===== src/rtl/core/wcsc_pkg.sv =====
// Shared types, constants and lookup tables for the word clock set controller.
// No dependencies; every other file in rtl/core refers to this package by scoped names.
package wcsc_pkg;

    localparam int LED_COUNT   = 36;
    localparam int COUNT_WIDTH = 16;
    localparam int CFG_WIDTH   = 16;

    typedef logic [COUNT_WIDTH-1:0] cnt_t;
    typedef logic [CFG_WIDTH-1:0]   cfg_word_t;
    typedef logic [LED_COUNT-1:0]   led_mask_t;
    typedef logic [5:0]             led_idx_t;

    typedef enum logic [1:0] {
        MODE_NORMAL = 2'd0,
        MODE_HOUR   = 2'd1,
        MODE_MINUTE = 2'd2
    } mode_t;

    // register indexes (byte address / 4)
    localparam logic [1:0] REG_DEBOUNCE   = 2'd0;
    localparam logic [1:0] REG_LONG_PRESS = 2'd1;
    localparam logic [1:0] REG_BLINK      = 2'd2;

    localparam cfg_word_t DEBOUNCE_RESET   = 16'd50;
    localparam cfg_word_t LONG_PRESS_RESET = 16'd1000;
    localparam cfg_word_t BLINK_RESET      = 16'd300;

    localparam logic [7:0] BRIGHT_MIN  = 8'd30;
    localparam logic [7:0] BRIGHT_STEP = 8'd30;
    localparam logic [7:0] BRIGHT_MAX  = 8'd240;

    localparam logic [4:0] HOUR_LAST   = 5'd23;
    localparam logic [5:0] MINUTE_LAST = 6'd59;

    localparam led_idx_t LED_HOUR_MARK   = 6'd23;
    localparam led_idx_t LED_MINUTE_MARK = 6'd0;
    localparam led_idx_t LED_TEN_WORD    = 6'd12;
    localparam led_idx_t LED_MIDNIGHT    = 6'd17;
    localparam led_idx_t LED_NOON        = 6'd5;
    localparam led_idx_t LED_NOON_SHARED = 6'd6;

    typedef struct packed {
        cfg_word_t debounce_ticks;
        cfg_word_t long_press_ticks;
        cfg_word_t blink_ticks;
    } cfg_t;

    // accepted-level change of one debounced button
    typedef struct packed {
        logic fire;
        logic level;
    } btn_evt_t;

    // post-tick view of the set-mode state
    typedef struct packed {
        mode_t      mode;
        logic [4:0] hour_offset;
        logic [5:0] minute_offset;
        logic       hour_blink;
        logic       minute_blink;
    } ts_status_t;

    function automatic logic cnt_gt_cfg(cnt_t c, cfg_word_t v);
        return {{(33-COUNT_WIDTH){1'b0}}, c} > {{(33-CFG_WIDTH){1'b0}}, v};
    endfunction

    function automatic logic cnt_ge_cfg(cnt_t c, cfg_word_t v);
        return {{(33-COUNT_WIDTH){1'b0}}, c} >= {{(33-CFG_WIDTH){1'b0}}, v};
    endfunction

    function automatic led_idx_t hour_led_a(logic [3:0] h);
        led_idx_t r;
        case (h)
            4'd0:    r = 6'd20;
            4'd1:    r = 6'd30;
            4'd2:    r = 6'd31;
            4'd3:    r = 6'd32;
            4'd4:    r = 6'd33;
            4'd5:    r = 6'd34;
            4'd6:    r = 6'd29;
            4'd7:    r = 6'd27;
            4'd8:    r = 6'd25;
            4'd9:    r = 6'd18;
            4'd10:   r = 6'd20;
            4'd11:   r = 6'd20;
            default: r = 6'd20;
        endcase
        return r;
    endfunction

    // zero means no second word
    function automatic led_idx_t hour_led_b(logic [3:0] h);
        led_idx_t r;
        case (h)
            4'd0:    r = 6'd22;
            4'd5:    r = 6'd35;
            4'd6:    r = 6'd28;
            4'd7:    r = 6'd26;
            4'd8:    r = 6'd24;
            4'd9:    r = 6'd19;
            4'd11:   r = 6'd21;
            default: r = 6'd0;
        endcase
        return r;
    endfunction

    function automatic led_idx_t tens_led(logic [2:0] t);
        led_idx_t r;
        case (t)
            3'd2:    r = 6'd16;
            3'd3:    r = 6'd15;
            3'd4:    r = 6'd14;
            3'd5:    r = 6'd13;
            default: r = 6'd0;
        endcase
        return r;
    endfunction

    function automatic led_idx_t unit_led(logic [3:0] u);
        led_idx_t r;
        case (u)
            4'd1:    r = 6'd7;
            4'd2:    r = 6'd4;
            4'd3:    r = 6'd8;
            4'd4:    r = 6'd3;
            4'd5:    r = 6'd9;
            4'd6:    r = 6'd2;
            4'd7:    r = 6'd10;
            4'd8:    r = 6'd1;
            4'd9:    r = 6'd11;
            default: r = 6'd0;
        endcase
        return r;
    endfunction

endpackage


===== src/rtl/core/wcsc_debounce.sv =====
// Debouncer for one active-low button; reports the tick at which a new level is accepted.
// Depends on wcsc_pkg.
module wcsc_debounce (
    input  logic                  aclk,
    input  logic                  aresetn,
    input  logic                  en,
    input  logic                  raw,
    input  wcsc_pkg::cfg_word_t   debounce_ticks,
    output wcsc_pkg::btn_evt_t    evt
);

    logic               prev_reg;
    logic               stable_reg;
    wcsc_pkg::cnt_t     cnt_reg;
    wcsc_pkg::cnt_t     cnt_next;

    always_comb begin
        if (raw != prev_reg) begin
            cnt_next = '0;
        end else if (cnt_reg == '1) begin
            cnt_next = cnt_reg;
        end else begin
            cnt_next = cnt_reg + 1'b1;
        end
        evt.fire  = wcsc_pkg::cnt_gt_cfg(cnt_next, debounce_ticks) && (raw != stable_reg);
        evt.level = raw;
    end

    always_ff @(posedge aclk) begin
        if (!aresetn) begin
            prev_reg   <= 1'b1;
            stable_reg <= 1'b1;
            cnt_reg    <= '0;
        end else if (en) begin
            prev_reg <= raw;
            cnt_reg  <= cnt_next;
            if (evt.fire) begin
                stable_reg <= raw;
            end
        end
    end

    a_fire_takes_level: assert property (@(posedge aclk) disable iff (!aresetn)
        en && evt.fire |=> stable_reg == $past(raw))
        else $error("accepted level not stored");

endmodule


===== src/rtl/core/wcsc_time_set.sv =====
// Press timing, mode stepping, hour/minute offsets and marker blink counters.
// Depends on wcsc_pkg; fed by the time button debouncer.
module wcsc_time_set (
    input  logic                  aclk,
    input  logic                  aresetn,
    input  logic                  en,
    input  wcsc_pkg::btn_evt_t    time_evt,
    input  wcsc_pkg::cfg_t        cfg,
    output wcsc_pkg::ts_status_t  status
);

    wcsc_pkg::cnt_t       age_reg, age_next, age_inc;
    logic                 pending_reg, pending_next;
    wcsc_pkg::mode_t      mode_reg, mode_next;
    logic [4:0]           hour_off_reg, hour_off_next;
    logic [5:0]           min_off_reg, min_off_next;
    wcsc_pkg::cfg_word_t  hour_blink_reg, hour_blink_next;
    wcsc_pkg::cfg_word_t  min_blink_reg, min_blink_next;
    logic                 press, release_hit, short_release, long_hit;

    always_comb begin
        age_inc     = (age_reg == '1) ? age_reg : age_reg + 1'b1;
        press       = time_evt.fire && !time_evt.level;
        release_hit = time_evt.fire && time_evt.level;
        short_release = release_hit && !wcsc_pkg::cnt_ge_cfg(age_inc, cfg.long_press_ticks);

        hour_blink_next = (hour_blink_reg != '0) ? hour_blink_reg - 1'b1 : hour_blink_reg;
        min_blink_next  = (min_blink_reg != '0) ? min_blink_reg - 1'b1 : min_blink_reg;

        age_next      = press ? '0 : age_inc;
        pending_next  = pending_reg;
        hour_off_next = hour_off_reg;
        min_off_next  = min_off_reg;
        if (press) begin
            pending_next = 1'b1;
        end else if (short_release) begin
            pending_next = 1'b0;
            if (mode_reg == wcsc_pkg::MODE_HOUR) begin
                hour_off_next = (hour_off_reg >= wcsc_pkg::HOUR_LAST) ? 5'd0
                                                                      : hour_off_reg + 5'd1;
            end else if (mode_reg == wcsc_pkg::MODE_MINUTE) begin
                min_off_next = (min_off_reg >= wcsc_pkg::MINUTE_LAST) ? 6'd0
                                                                      : min_off_reg + 6'd1;
            end
        end

        long_hit  = pending_next && wcsc_pkg::cnt_ge_cfg(age_next, cfg.long_press_ticks);
        mode_next = mode_reg;
        if (long_hit) begin
            pending_next = 1'b0;
            case (mode_reg)
                wcsc_pkg::MODE_NORMAL: begin
                    mode_next       = wcsc_pkg::MODE_HOUR;
                    hour_blink_next = cfg.blink_ticks;
                end
                wcsc_pkg::MODE_HOUR: begin
                    mode_next      = wcsc_pkg::MODE_MINUTE;
                    min_blink_next = cfg.blink_ticks;
                end
                default: begin
                    mode_next = wcsc_pkg::MODE_NORMAL;
                end
            endcase
        end

        status.mode          = mode_next;
        status.hour_offset   = hour_off_next;
        status.minute_offset = min_off_next;
        status.hour_blink    = (hour_blink_next != '0);
        status.minute_blink  = (min_blink_next != '0);
    end

    always_ff @(posedge aclk) begin
        if (!aresetn) begin
            age_reg        <= '0;
            pending_reg    <= 1'b0;
            mode_reg       <= wcsc_pkg::MODE_NORMAL;
            hour_off_reg   <= '0;
            min_off_reg    <= '0;
            hour_blink_reg <= '0;
            min_blink_reg  <= '0;
        end else if (en) begin
            age_reg        <= age_next;
            pending_reg    <= pending_next;
            mode_reg       <= mode_next;
            hour_off_reg   <= hour_off_next;
            min_off_reg    <= min_off_next;
            hour_blink_reg <= hour_blink_next;
            min_blink_reg  <= min_blink_next;
        end
    end

    a_hour_off_range: assert property (@(posedge aclk) disable iff (!aresetn)
        hour_off_reg <= wcsc_pkg::HOUR_LAST)
        else $error("hour offset out of range");

    a_min_off_range: assert property (@(posedge aclk) disable iff (!aresetn)
        min_off_reg <= wcsc_pkg::MINUTE_LAST)
        else $error("minute offset out of range");

    a_long_clears_pending: assert property (@(posedge aclk) disable iff (!aresetn)
        en && long_hit |=> !pending_reg)
        else $error("pending press survived a mode step");

endmodule


===== src/rtl/core/wcsc_display.sv =====
// Shown time (clock plus offsets, wrapped) and the 36-LED word mask with marker blink.
// Depends on wcsc_pkg for the LED tables; purely combinational.
module wcsc_display (
    input  logic [4:0]            rtc_hour,
    input  logic [5:0]            rtc_minute,
    input  wcsc_pkg::ts_status_t  status,
    output logic [4:0]            shown_hour,
    output logic [5:0]            shown_minute,
    output wcsc_pkg::led_mask_t   led_mask
);

    logic [5:0]          hsum;
    logic [6:0]          msum;
    logic [3:0]          h12;
    logic [2:0]          tens;
    logic [5:0]          units_full;
    logic [3:0]          units;
    wcsc_pkg::led_idx_t  hb;
    wcsc_pkg::led_mask_t mask;
    wcsc_pkg::led_mask_t one;

    always_comb begin
        one  = wcsc_pkg::led_mask_t'(1);
        hsum = {1'b0, rtc_hour} + {1'b0, status.hour_offset};
        if (hsum >= 6'd48) begin
            shown_hour = 5'(hsum - 6'd48);
        end else if (hsum >= 6'd24) begin
            shown_hour = 5'(hsum - 6'd24);
        end else begin
            shown_hour = hsum[4:0];
        end

        msum = {1'b0, rtc_minute} + {1'b0, status.minute_offset};
        if (msum >= 7'd120) begin
            shown_minute = 6'(msum - 7'd120);
        end else if (msum >= 7'd60) begin
            shown_minute = 6'(msum - 7'd60);
        end else begin
            shown_minute = msum[5:0];
        end

        h12 = (shown_hour >= 5'd12) ? 4'(shown_hour - 5'd12) : shown_hour[3:0];
        if (shown_minute >= 6'd50)      tens = 3'd5;
        else if (shown_minute >= 6'd40) tens = 3'd4;
        else if (shown_minute >= 6'd30) tens = 3'd3;
        else if (shown_minute >= 6'd20) tens = 3'd2;
        else if (shown_minute >= 6'd10) tens = 3'd1;
        else                            tens = 3'd0;
        units_full = shown_minute - ({tens, 3'b000} + {2'b00, tens, 1'b0});
        units      = units_full[3:0];
        hb         = wcsc_pkg::hour_led_b(h12);

        if (shown_minute == 6'd0 && shown_hour == 5'd0) begin
            mask = (one << wcsc_pkg::LED_MIDNIGHT) | (one << wcsc_pkg::LED_NOON_SHARED);
        end else if (shown_minute == 6'd0 && shown_hour == 5'd12) begin
            mask = (one << wcsc_pkg::LED_NOON_SHARED) | (one << wcsc_pkg::LED_NOON);
        end else begin
            mask = (one << wcsc_pkg::LED_HOUR_MARK) | (one << wcsc_pkg::hour_led_a(h12));
            if (hb != '0)            mask = mask | (one << hb);
            if (shown_minute != '0)  mask = mask | (one << wcsc_pkg::LED_MINUTE_MARK);
            if (tens != 3'd0)        mask = mask | (one << wcsc_pkg::LED_TEN_WORD);
            if (tens >= 3'd2)        mask = mask | (one << wcsc_pkg::tens_led(tens));
            if (units != 4'd0)       mask = mask | (one << wcsc_pkg::unit_led(units));
        end

        if (status.hour_blink)   mask = mask ^ (one << wcsc_pkg::LED_HOUR_MARK);
        if (status.minute_blink) mask = mask ^ (one << wcsc_pkg::LED_MINUTE_MARK);
        led_mask = mask;
    end

endmodule


===== src/rtl/core/word_clock_set_controller_unit.sv =====
// Top level of the word clock set controller: input register, tick logic, result register.
// Depends on wcsc_pkg, wcsc_debounce, wcsc_time_set and wcsc_display.

// Each request on the s_ channel is one millisecond tick carrying the raw (active-low)
// time and LED button levels and the real-time clock's hour and minute. Each tick yields
// exactly one request on the m_ channel: the 36-bit word LED mask, the brightness, the
// set mode and the shown hour and minute. The block takes one tick per clock cycle
// while m_tready is high. An accepted tick lands in an input register; the debounce,
// press-timing and display logic runs on it once the result register is free or being
// drained, and its outcome is stored in the result register. A result waiting in that
// register stalls the input only once the input register also holds a tick; with
// m_tready held high a tick is taken every cycle. Debounce, long-press and blink
// lengths are set through the APB port (debounce_ticks at 0x0, long_press_ticks at 0x4,
// blink_ticks at 0x8, low 16 bits used); write them only while no tick is in flight.
module word_clock_set_controller_unit (
    input  logic        aclk,
    input  logic        aresetn,

    input  logic        s_tvalid,
    output logic        s_tready,
    // [0] time_button_raw, [1] led_button_raw, [6:2] rtc_hour, [12:7] rtc_minute, zero pad
    input  logic [15:0] s_tdata,

    output logic        m_tvalid,
    input  logic        m_tready,
    // [35:0] led_mask, [43:36] brightness, [45:44] set_mode, [50:46] shown_hour,
    // [56:51] shown_minute, zero pad
    output logic [63:0] m_tdata,

    input  logic        psel,
    input  logic        penable,
    input  logic        pwrite,
    input  logic [3:0]  paddr,
    input  logic [31:0] pwdata,
    output logic [31:0] prdata,
    output logic        pready
);

    // configuration registers
    wcsc_pkg::cfg_t       cfg_reg;
    logic                 cfg_wr;

    // input stage
    logic                 in_valid_reg;
    logic                 time_raw_reg;
    logic                 led_raw_reg;
    logic [4:0]           hour_in_reg;
    logic [5:0]           minute_in_reg;

    // result stage
    logic                 out_valid_reg;
    logic [63:0]          out_data_reg;

    logic                 advance;
    logic [7:0]           bright_reg;
    logic [7:0]           bright_next;

    wcsc_pkg::btn_evt_t   time_evt;
    wcsc_pkg::btn_evt_t   led_evt;
    wcsc_pkg::ts_status_t status;
    logic [4:0]           shown_hour;
    logic [5:0]           shown_minute;
    wcsc_pkg::led_mask_t  led_mask;

    // ---------------------------------------------------------------- APB
    assign pready = 1'b1;
    assign cfg_wr = psel && penable && pwrite && pready;

    always_comb begin
        case (paddr[3:2])
            wcsc_pkg::REG_DEBOUNCE:   prdata = {16'd0, cfg_reg.debounce_ticks};
            wcsc_pkg::REG_LONG_PRESS: prdata = {16'd0, cfg_reg.long_press_ticks};
            wcsc_pkg::REG_BLINK:      prdata = {16'd0, cfg_reg.blink_ticks};
            default:                  prdata = 32'd0;
        endcase
    end

    always_ff @(posedge aclk) begin
        if (!aresetn) begin
            cfg_reg.debounce_ticks   <= wcsc_pkg::DEBOUNCE_RESET;
            cfg_reg.long_press_ticks <= wcsc_pkg::LONG_PRESS_RESET;
            cfg_reg.blink_ticks      <= wcsc_pkg::BLINK_RESET;
        end else if (cfg_wr) begin
            case (paddr[3:2])
                wcsc_pkg::REG_DEBOUNCE:   cfg_reg.debounce_ticks   <= pwdata[15:0];
                wcsc_pkg::REG_LONG_PRESS: cfg_reg.long_press_ticks <= pwdata[15:0];
                wcsc_pkg::REG_BLINK:      cfg_reg.blink_ticks      <= pwdata[15:0];
                default: ;  // unmapped address: write dropped
            endcase
        end
    end

    // ---------------------------------------------------------------- pipeline
    // the tick in the input register is processed when the result slot is free or
    // being drained this cycle; all state updates happen on that same edge
    assign advance  = in_valid_reg && (!out_valid_reg || m_tready);
    assign s_tready = !in_valid_reg || advance;
    assign m_tvalid = out_valid_reg;
    assign m_tdata  = out_data_reg;

    always_ff @(posedge aclk) begin
        if (!aresetn) begin
            in_valid_reg <= 1'b0;
        end else if (s_tready) begin
            in_valid_reg <= s_tvalid;
        end
    end

    always_ff @(posedge aclk) begin
        if (s_tready && s_tvalid) begin
            time_raw_reg  <= s_tdata[0];
            led_raw_reg   <= s_tdata[1];
            hour_in_reg   <= s_tdata[6:2];
            minute_in_reg <= s_tdata[12:7];
        end
    end

    // ---------------------------------------------------------------- buttons
    wcsc_debounce u_time_db (
        .aclk           (aclk),
        .aresetn        (aresetn),
        .en             (advance),
        .raw            (time_raw_reg),
        .debounce_ticks (cfg_reg.debounce_ticks),
        .evt            (time_evt)
    );

    wcsc_debounce u_led_db (
        .aclk           (aclk),
        .aresetn        (aresetn),
        .en             (advance),
        .raw            (led_raw_reg),
        .debounce_ticks (cfg_reg.debounce_ticks),
        .evt            (led_evt)
    );

    wcsc_time_set u_time_set (
        .aclk     (aclk),
        .aresetn  (aresetn),
        .en       (advance),
        .time_evt (time_evt),
        .cfg      (cfg_reg),
        .status   (status)
    );

    // brightness steps on LED button release, wrapping from top back to bottom
    always_comb begin
        bright_next = bright_reg;
        if (led_evt.fire && led_evt.level) begin
            bright_next = (bright_reg >= wcsc_pkg::BRIGHT_MAX) ? wcsc_pkg::BRIGHT_MIN
                                                               : bright_reg + wcsc_pkg::BRIGHT_STEP;
        end
    end

    always_ff @(posedge aclk) begin
        if (!aresetn) begin
            bright_reg <= wcsc_pkg::BRIGHT_MIN;
        end else if (advance) begin
            bright_reg <= bright_next;
        end
    end

    // ---------------------------------------------------------------- display
    wcsc_display u_display (
        .rtc_hour     (hour_in_reg),
        .rtc_minute   (minute_in_reg),
        .status       (status),
        .shown_hour   (shown_hour),
        .shown_minute (shown_minute),
        .led_mask     (led_mask)
    );

    // ---------------------------------------------------------------- result register
    always_ff @(posedge aclk) begin
        if (!aresetn) begin
            out_valid_reg <= 1'b0;
        end else if (advance) begin
            out_valid_reg <= 1'b1;
        end else if (m_tready) begin
            out_valid_reg <= 1'b0;
        end
    end

    always_ff @(posedge aclk) begin
        if (advance) begin
            out_data_reg <= {7'd0, shown_minute, shown_hour, status.mode, bright_next,
                             led_mask};
        end
    end

    a_bright_range: assert property (@(posedge aclk) disable iff (!aresetn)
        bright_reg >= wcsc_pkg::BRIGHT_MIN && bright_reg <= wcsc_pkg::BRIGHT_MAX)
        else $error("brightness out of range");

    a_ready_when_empty: assert property (@(posedge aclk) disable iff (!aresetn)
        !out_valid_reg |-> s_tready)
        else $error("input stalled with empty result slot");

    a_result_follows_tick: assert property (@(posedge aclk) disable iff (!aresetn)
        advance |=> out_valid_reg)
        else $error("processed tick produced no result");

endmodule

===== config.mk =====
export PLATFORM = sky130hd
export DESIGN_NAME = word_clock_set_controller_unit
export DESIGN_NICKNAME = d
export VERILOG_FILES = /design/src/rtl/core/wcsc_pkg.sv /design/src/rtl/core/wcsc_debounce.sv /design/src/rtl/core/wcsc_time_set.sv /design/src/rtl/core/wcsc_display.sv /design/src/rtl/core/word_clock_set_controller_unit.sv
export SDC_FILE = /design/constraint.sdc
export NUM_CORES = 1
export LEC_CHECK = 0
export BUFFER_PORTS_ARGS = -buffer_cell sky130_fd_sc_hd__buf_4
export CAP_MARGIN = 10
export CORE_ASPECT_RATIO = 1.5
export CORE_MARGIN = 1.5
export CORE_UTILIZATION = 49
export DETAILED_ROUTE_END_ITERATION = 10
export PLACE_DENSITY = 0.71
export SYNTH_ARGS = -nofsm -noshare
export SYNTH_HDL_FRONTEND = slang
export SYNTH_SLANG_ARGS = --single-unit
export TNS_END_PERCENT = 20

===== constraint.sdc =====
create_clock -name aclk -period 13.2 [get_ports aclk]
set_input_delay 0 -clock aclk [delete_from_list [all_inputs] [get_ports aclk]]
set_output_delay 0 -clock aclk [all_outputs]
set_load 0.01 [all_outputs]

==> results.md, run 1 <==
- Crit-path max FO: 12
- Max Fclk: 91.35 MHz
- Tot GR Track Use: 24.41%
- Setup Viol. Count Final: 0
- Tot Pwr: 2.487 mW
- H-tree levels: 1
- Largest net degree at the start of global routing: 86
- Post-Syn Instances: 1837
- WL final: 39.05 mm
- Commonest non-fill, non-tap cell in the layout: nand2_1
- Critical Path Start Type: flop
- Final Cycle Share: 82.93%
- Leading area contributor after synthesis: dfxtp_1
- Final worst path period need: 10.95 ns
- Setup repair bufs after CTS: 0
- Number of vias per cell: 5.800
- Sequential-to-total area share from yosys stat: 35.11%
- FFs w/ async S/R, synth: 0%
- Outcome: finished clean
- Chip Width: 145.3 um
- Yosys synthesis warning count: 0
- Reg clk slew, reported paths: 0.07 ns
- Setup TNS: 0 ns
- Final HPWL DP: 28.11 mm
- Post-DR wirelength/cell: 16.59 um
- First-pass GRT wire length: 63.62 mm
- Average size of a mapped cell: 8.101 um^2
- Post-Layout Cell Count: 2354
- Drt first pass iters: 5
- Remaining global-route overflow: 0
- Slew margin rel.: 15.87%
- I/O Buffers: 112
- Initial antenna violation count: 0
- Clk Latency, worst-skew pair: 0.54 ns
- Most frequent CP cell: ha_1
- Dpl cells: 2274
- Critical Path AT: 11.23 ns
- Core area: 0.03006 mm^2
- Number of global-route vias before repair: 12999
- Die area: 0.03145 mm^2
- Post-synth top area share: 20.99%
- # diodes: 0
- TritonCTS clock tree: built
- CTS Sinks: 226
- DRC: 0
- Static Leak: 6.820 nW
- Fin Clk Skew: 0.01790 ns
- Required @ worst endpoint: 13.48 ns
- Slowest stage cell, crit path: a31oi_1
- Clock root buffer: clkbuf_16
- Die H: 216.4 um
- Routed Antenna Nets: 0
- I/O pin count: 158
- Synthesized area: 0.01488 mm^2
- RSZ-0062 raised after global routing: no
- Top cells by area, synth: dfxtp_1, edfxtp_1, ha_1, nand2_1, a21oi_1
- CP Class: flop to flop
- Vias: 13654
- Post-place setup slack: 2.382 ns
- Distinct cells, synth: 91
- PwrDens: 146.5 mW/mm^2
- Fin nets: 2101
- Ratio of cells with drive above 1 in the final layout: 10.90%
- Primary FF master, synth: dfxtp_1
- Worst Tran Pin Value: 1.244 ns
- Area Overhead vs Synth: 14.06%
- Gpl congestion: 0.9776
- 1st-iter DRT viols: 826
- Starting Density: 49.51%
- Largest register FFs: 57
- Most frequent cells in the layout: nand2_1, a21oi_1, dfxtp_1
- FF+latch count, synth: 226
- Critical Path Max Stage Delay: 0.58 ns
- CTS buffer count: 23
- Final-report hold violation count: 0
- CTS Buffer Depth: 3
- HP Class: primary input to flop
- Max IR drop VDD: 0.1194 mV
- Fill cells: 2835
- Number of enable flip-flop cells after synthesis: 70
- Pins Over Slew Limit: 0
- Critical Path End Type: flop
- Number of max-cap violations: 0
- Setup slack after layout: 2.254 ns
- Row count: 78
==> critical path, delay by kind of cell, from the launching register on <==
| kind | cells | cell delay (ns) |
|---|---|---|
| buf+inv | 1 | 0.22 |
| simple gates | 17 | 3.56 |
| flops | 1 | 0.44 |
| mux | 1 | 0.34 |
| xor+xnor | 2 | 0.46 |
| fa+ha+maj | 6 | 1.89 |
| compound gates | 16 | 3.73 |
==> path summary, 6_finish.rpt <==
kind                                            from                    endpoint  slack, ns  depth (start not counted)
setup / recovery  u_time_set.age_reg[4]$_SDFFE_PN0P_        m_tdata[0]$_DFFE_PP_       2.25                         43
hold / removal                               penable    cfg_reg[35]$_SDFFE_PN0P_       0.10                          5
setup reg to reg  u_time_set.age_reg[4]$_SDFFE_PN0P_        m_tdata[0]$_DFFE_PP_       2.25                         43
hold reg to reg           bright_reg[0]$_SDFFE_PN0P_  bright_reg[0]$_SDFFE_PN0P_       0.44                          2
==> cell families (layout without fill, tap and decap cells) <==
family / after synthesis / in the layout / synth area share [%]
simple gates: 740 / 740 / 23.45
compound gates: 462 / 462 / 19.68
flops: 226 / 226 / 35.11
buf+inv: 194 / 289 / 5.751
fa+ha+maj: 104 / 104 / 8.845
xor+xnor: 69 / 69 / 4.212
mux: 40 / 40 / 2.901
other cells: 2 / 24 / 0.05046
==> where the power goes <==
| part | internal (mW) | switching, mW |
|---|---|---|
| Clock | 0.341 | 0.283 |
| Sequential | 0.779 | 0.0548 |
| Combinational | 0.421 | 0.608 |
| Total | 1.54 | 0.946 |
==> cells in the mapped netlist (35+ instances only) <==
master / number
nand2_1: 294
a21oi_1: 178
dfxtp_1: 156
nor2_1: 141
ha_1: 102
o21ai_0: 82
inv_1: 80
clkbuf_1: 74
edfxtp_1: 70
nand3_1: 55
nor3_1: 50
a21o_1: 36
xor2_1: 35
==> routing by layer <==
| layer | up-vias | wire length (um) | global-route usage [%] |
|---|---|---|---|
| met5 | - | 0 | 0 |
| met4 | 0 | 2012 | 13.23 |
| met3 | 106 | 1887 | 2.716 |
| met2 | 428 | 19370 | 44.40 |
| met1 | 6394 | 15780 | 27.81 |
| li1 | 6726 | - | - |
==> metrics by stage <==
step | hold WS [ns] | util [%] | area, um^2
finish | 0.1036 | 56.47 | 16970
global route | 0.1354 | 56.47 | 16970
CTS | 0.08469 | 56.47 | 16970
detailed placement | 0.1795 | 52.83 | 15880
global placement | 0.1795 | 52.83 | 15880
floorplan | 0.09887 | - | 14960
==> cell type report <==
class	count	area, um^2	area share, %
clock inverters	15	117.6	0.6929
flip-flops and latches	226	5225	30.78
repair buffers	164	1329	7.828
inverters	84	319.1	1.880
clock buffers	26	586.8	3.457
well taps	400	500.5	2.949
multi-input cells	1439	8896	52.41
==> what timing repair did <==
item,in CTS,in global routing
hold buffers,39,0
resized for setup,0,0
endpoints found under the hold margin,85,0
endpoints found under the setup margin,0,0
Note: power is estimated with default switching activity, not from simulation.
==> run 2, diff against run 1 <==
Settings changed: ABC_AREA from default to 1.
Clock period 13.2 ns to 11.39 ns, I/O delays scaled along.
==> run 2 against run 1 <==
Net effect: sequential power up 13%; via count down 0.70%; clock power up 37%; first-iteration DRC count down 13%; design area down 0.27%; cell count up 8.3%; combinational power down 18%.
==> results.md, run 2 <==
- Outcome: finished clean
- Gpl congestion: 0.9317
- Initial antenna violation count: 0
- Critical Path Max Stage Delay: 0.77 ns
- Sequential-to-total area share from yosys stat: 35.67%
- CP Depth: 43
- Adder-cell share of the synthesized area: 8.987%
- Switch share: 35.24%
- TritonCTS clock tree: built
- Setup Viol. Count Final: 0
- Post-Syn Instances: 2018
- RSZ-0062 raised after global routing: no
- DRC: 0
- Row count: 77
- Drt first pass iters: 5
- CTS Buffer Depth: 3
- CTS Sinks: 226
- Top cells by area, synth: dfxtp_1, edfxtp_1, ha_1, nand2_1, inv_1
- Required @ worst endpoint: 11.69 ns
- Pins Over Slew Limit: 0
- Static Leak: 7.892 nW
- CP bufs+invs: 8
- Post-Synth XOR/XNOR Area: 3.648%
- Max Fclk: 110.2 MHz
- Final worst path period need: 9.074 ns
- Setup TNS: 0 ns
- Average size of a mapped cell: 7.258 um^2
- Sequential share of power: 35.6%
- PwrDens: 156.2 mW/mm^2
- Chip Width: 144.2 um
- Core area: 0.02948 mm^2
- Slew margin rel.: 27.94%
- Post-CTS sizing: 0
- WHS Path Cells: 4
- Family with the most delay on the worst path: simple AND/OR/NAND/NOR gates
- 1st-iter DRT viols: 715
- Setup repair bufs after CTS: 0
- Cell area after layout: 0.01693 mm^2
- Area Overhead vs Synth: 15.57%
- Crit-path max FO: 29
- Max IR drop VDD: 0.1137 mV
- P_int: 1.712 mW
- Tot GR Track Use: 24.31%
- Post-synthesis compound-gate area fraction: 17.90%
- Post-Synth Simple-Gate Area: 22.40%
- Leading area contributor after synthesis: dfxtp_1
- Comb pwr share: 32.0%
- Number of vias per cell: 5.317
- Ratio of cells with drive above 1 in the final layout: 10.77%
- WL final: 37.43 mm
- Clk Latency, worst-skew pair: 0.54 ns
- Final HPWL DP: 27.85 mm
- Number of max-cap violations: 0
- Switching power: 931.7 uW
- Reg clk slew, reported paths: 0.06 ns
- Slowest stage cell, crit path: nand2_1
- Critical Path Start Type: flop
- Synthesized area: 0.01465 mm^2
- Worst Tran Pin Value: 1.073 ns
- Hold slack: 0.06848 ns
- Clock root buffer: clkbuf_16
- FFs w/ async S/R, synth: 0%
- # diodes: 0
- Post-DP Area: 0.01569 mm^2
- Die H: 214.7 um
- Starting Density: 49.68%
- Fin Clk Skew: 0.01493 ns
- Number of global-route vias before repair: 12989
- HP Class: primary input to flop
- Primary FF master, synth: dfxtp_1
- Number of enable flip-flop cells after synthesis: 70
- Synth top cells by count: nand2_1, inv_1, nor2_1, o21ai_0, a21oi_1
- I/O pin count: 158
- Vias: 13559
- Critical Path End Type: flop
- Fin nets: 2300
- Largest register FFs: 57
- Final-report hold violation count: 0
- Most frequent CP cell: nand2_1
- Largest family of logic cells by synthesized area: simple AND/OR/NAND/NOR gates
- Commonest non-fill, non-tap cell in the layout: nand2_1
- Tot Pwr: 2.644 mW
- Largest net degree at the start of global routing: 100
- Routed Antenna Nets: 0
- Post-DR wirelength/cell: 14.68 um
- R2R depth: 43
- Yosys synthesis warning count: 0
- Mux cell area share after synthesis: 0.07688%
- Post-synth top area share: 21.32%
- Most frequent cells in the layout: nand2_1, inv_1, nor2_1
- Distinct cells, synth: 54
- FF+latch count, synth: 226
- First-pass GRT wire length: 60.91 mm
- H-tree levels: 1
- Top-count cell post-synth: nand2_1
- Remaining global-route overflow: 0
- CP Class: flop to flop
- Hold buffer count at cts: 37
- Clock power frac: 32.4%
- I/O Buffers: 112
- Fill cells: 2799
- Critical Path AT: 9.37 ns
- Die area: 0.03096 mm^2
- CTS buffer count: 24
- Final Cycle Share: 79.67%
==> run 2: cell count changes after synthesis, moves of 17 or more <==
cell	change
a21o_1	-34
inv_1	+236
and2_1	-31
nand3_1	+30
nand2_1	+29
clkbuf_1	-26
o21ai_0	+104
nand2b_1	-24
nand2_2	+17
mux2i_1	-24
and3_1	-20
a31oi_1	-19
nor2_1	+57
==> run 2: cell families (layout without fill, tap and decap cells) <==
group	after synthesis	in the layout
other	2	24
AND/OR/NAND/NOR	742	742
AO/OA/AOI/OAI	469	469
buffers and inverters	413	528
adder cells (fa/ha/maj)	104	104
XOR/XNOR	61	61
multiplexers	1	1
flip-flops	226	226
==> run 2: path summary, 6_finish.rpt <==
check / startpoint / end / slack (ns)
min reg2reg: bright_reg[0]$_SDFFE_PN0P_ / bright_reg[0]$_SDFFE_PN0P_ / 0.45
min: penable / cfg_reg[37]$_SDFFE_PN1P_ / 0.07
max reg2reg: u_time_db.cnt_reg[0]$_SDFFE_PN0P_ / m_tdata[0]$_DFFE_PP_ / 2.32
max: u_time_db.cnt_reg[0]$_SDFFE_PN0P_ / m_tdata[0]$_DFFE_PP_ / 2.32
==> run 2: tightest hold or removal path, cell delays in order <==
cell      delay (ns)
buf_4           0.11
nand3_1         0.13
nor2_1          0.15
o211ai_1        0.18
==> run 2: through the flow <==
step	cells	setup WS (ns)	util [%]
3_3_place_gp	2469	2.516	53.23
3_5_place_dp	2469	2.352	53.23
2_1_floorplan	2040	3.830	-
6_report	2550	2.316	57.42
4_1_cts	2550	2.319	57.42
5_1_grt	2550	1.331	57.42
==> run 2: final cells by class <==
| class | instances | area, um^2 | area share, % |
|---|---|---|---|
| Timing Repair Buffer | 153 | 1241 | 7.332 |
| Clock inverter | 13 | 182.7 | 1.079 |
| Tap cell | 395 | 494.2 | 2.920 |
| Inverter | 331 | 1247 | 7.369 |
| Multi-Input combinational cell | 1401 | 7856 | 46.41 |
| Sequential cell | 226 | 5225 | 30.87 |
| Clock buffer | 31 | 680.7 | 4.021 |
==> run 2: layer usage <==
layer  vias up  wire (um)  GRT usage, %
met4         0       1817         12.63
met1      6210      14610         26.34
met3        99       1708         2.785
li1       6875          -             -
met5         -          0             0
met2       375      19290         45.33
==> run 2: power groups by stage <==
stage	Combinational, mW	Sequential [mW]	Clock [mW]
floorplan	0.630	0.962	0
global placement	0.806	0.957	0
detailed placement	0.828	0.957	0
CTS	0.843	0.940	0.870
global route	0.957	0.947	0.903
finish	0.847	0.941	0.856
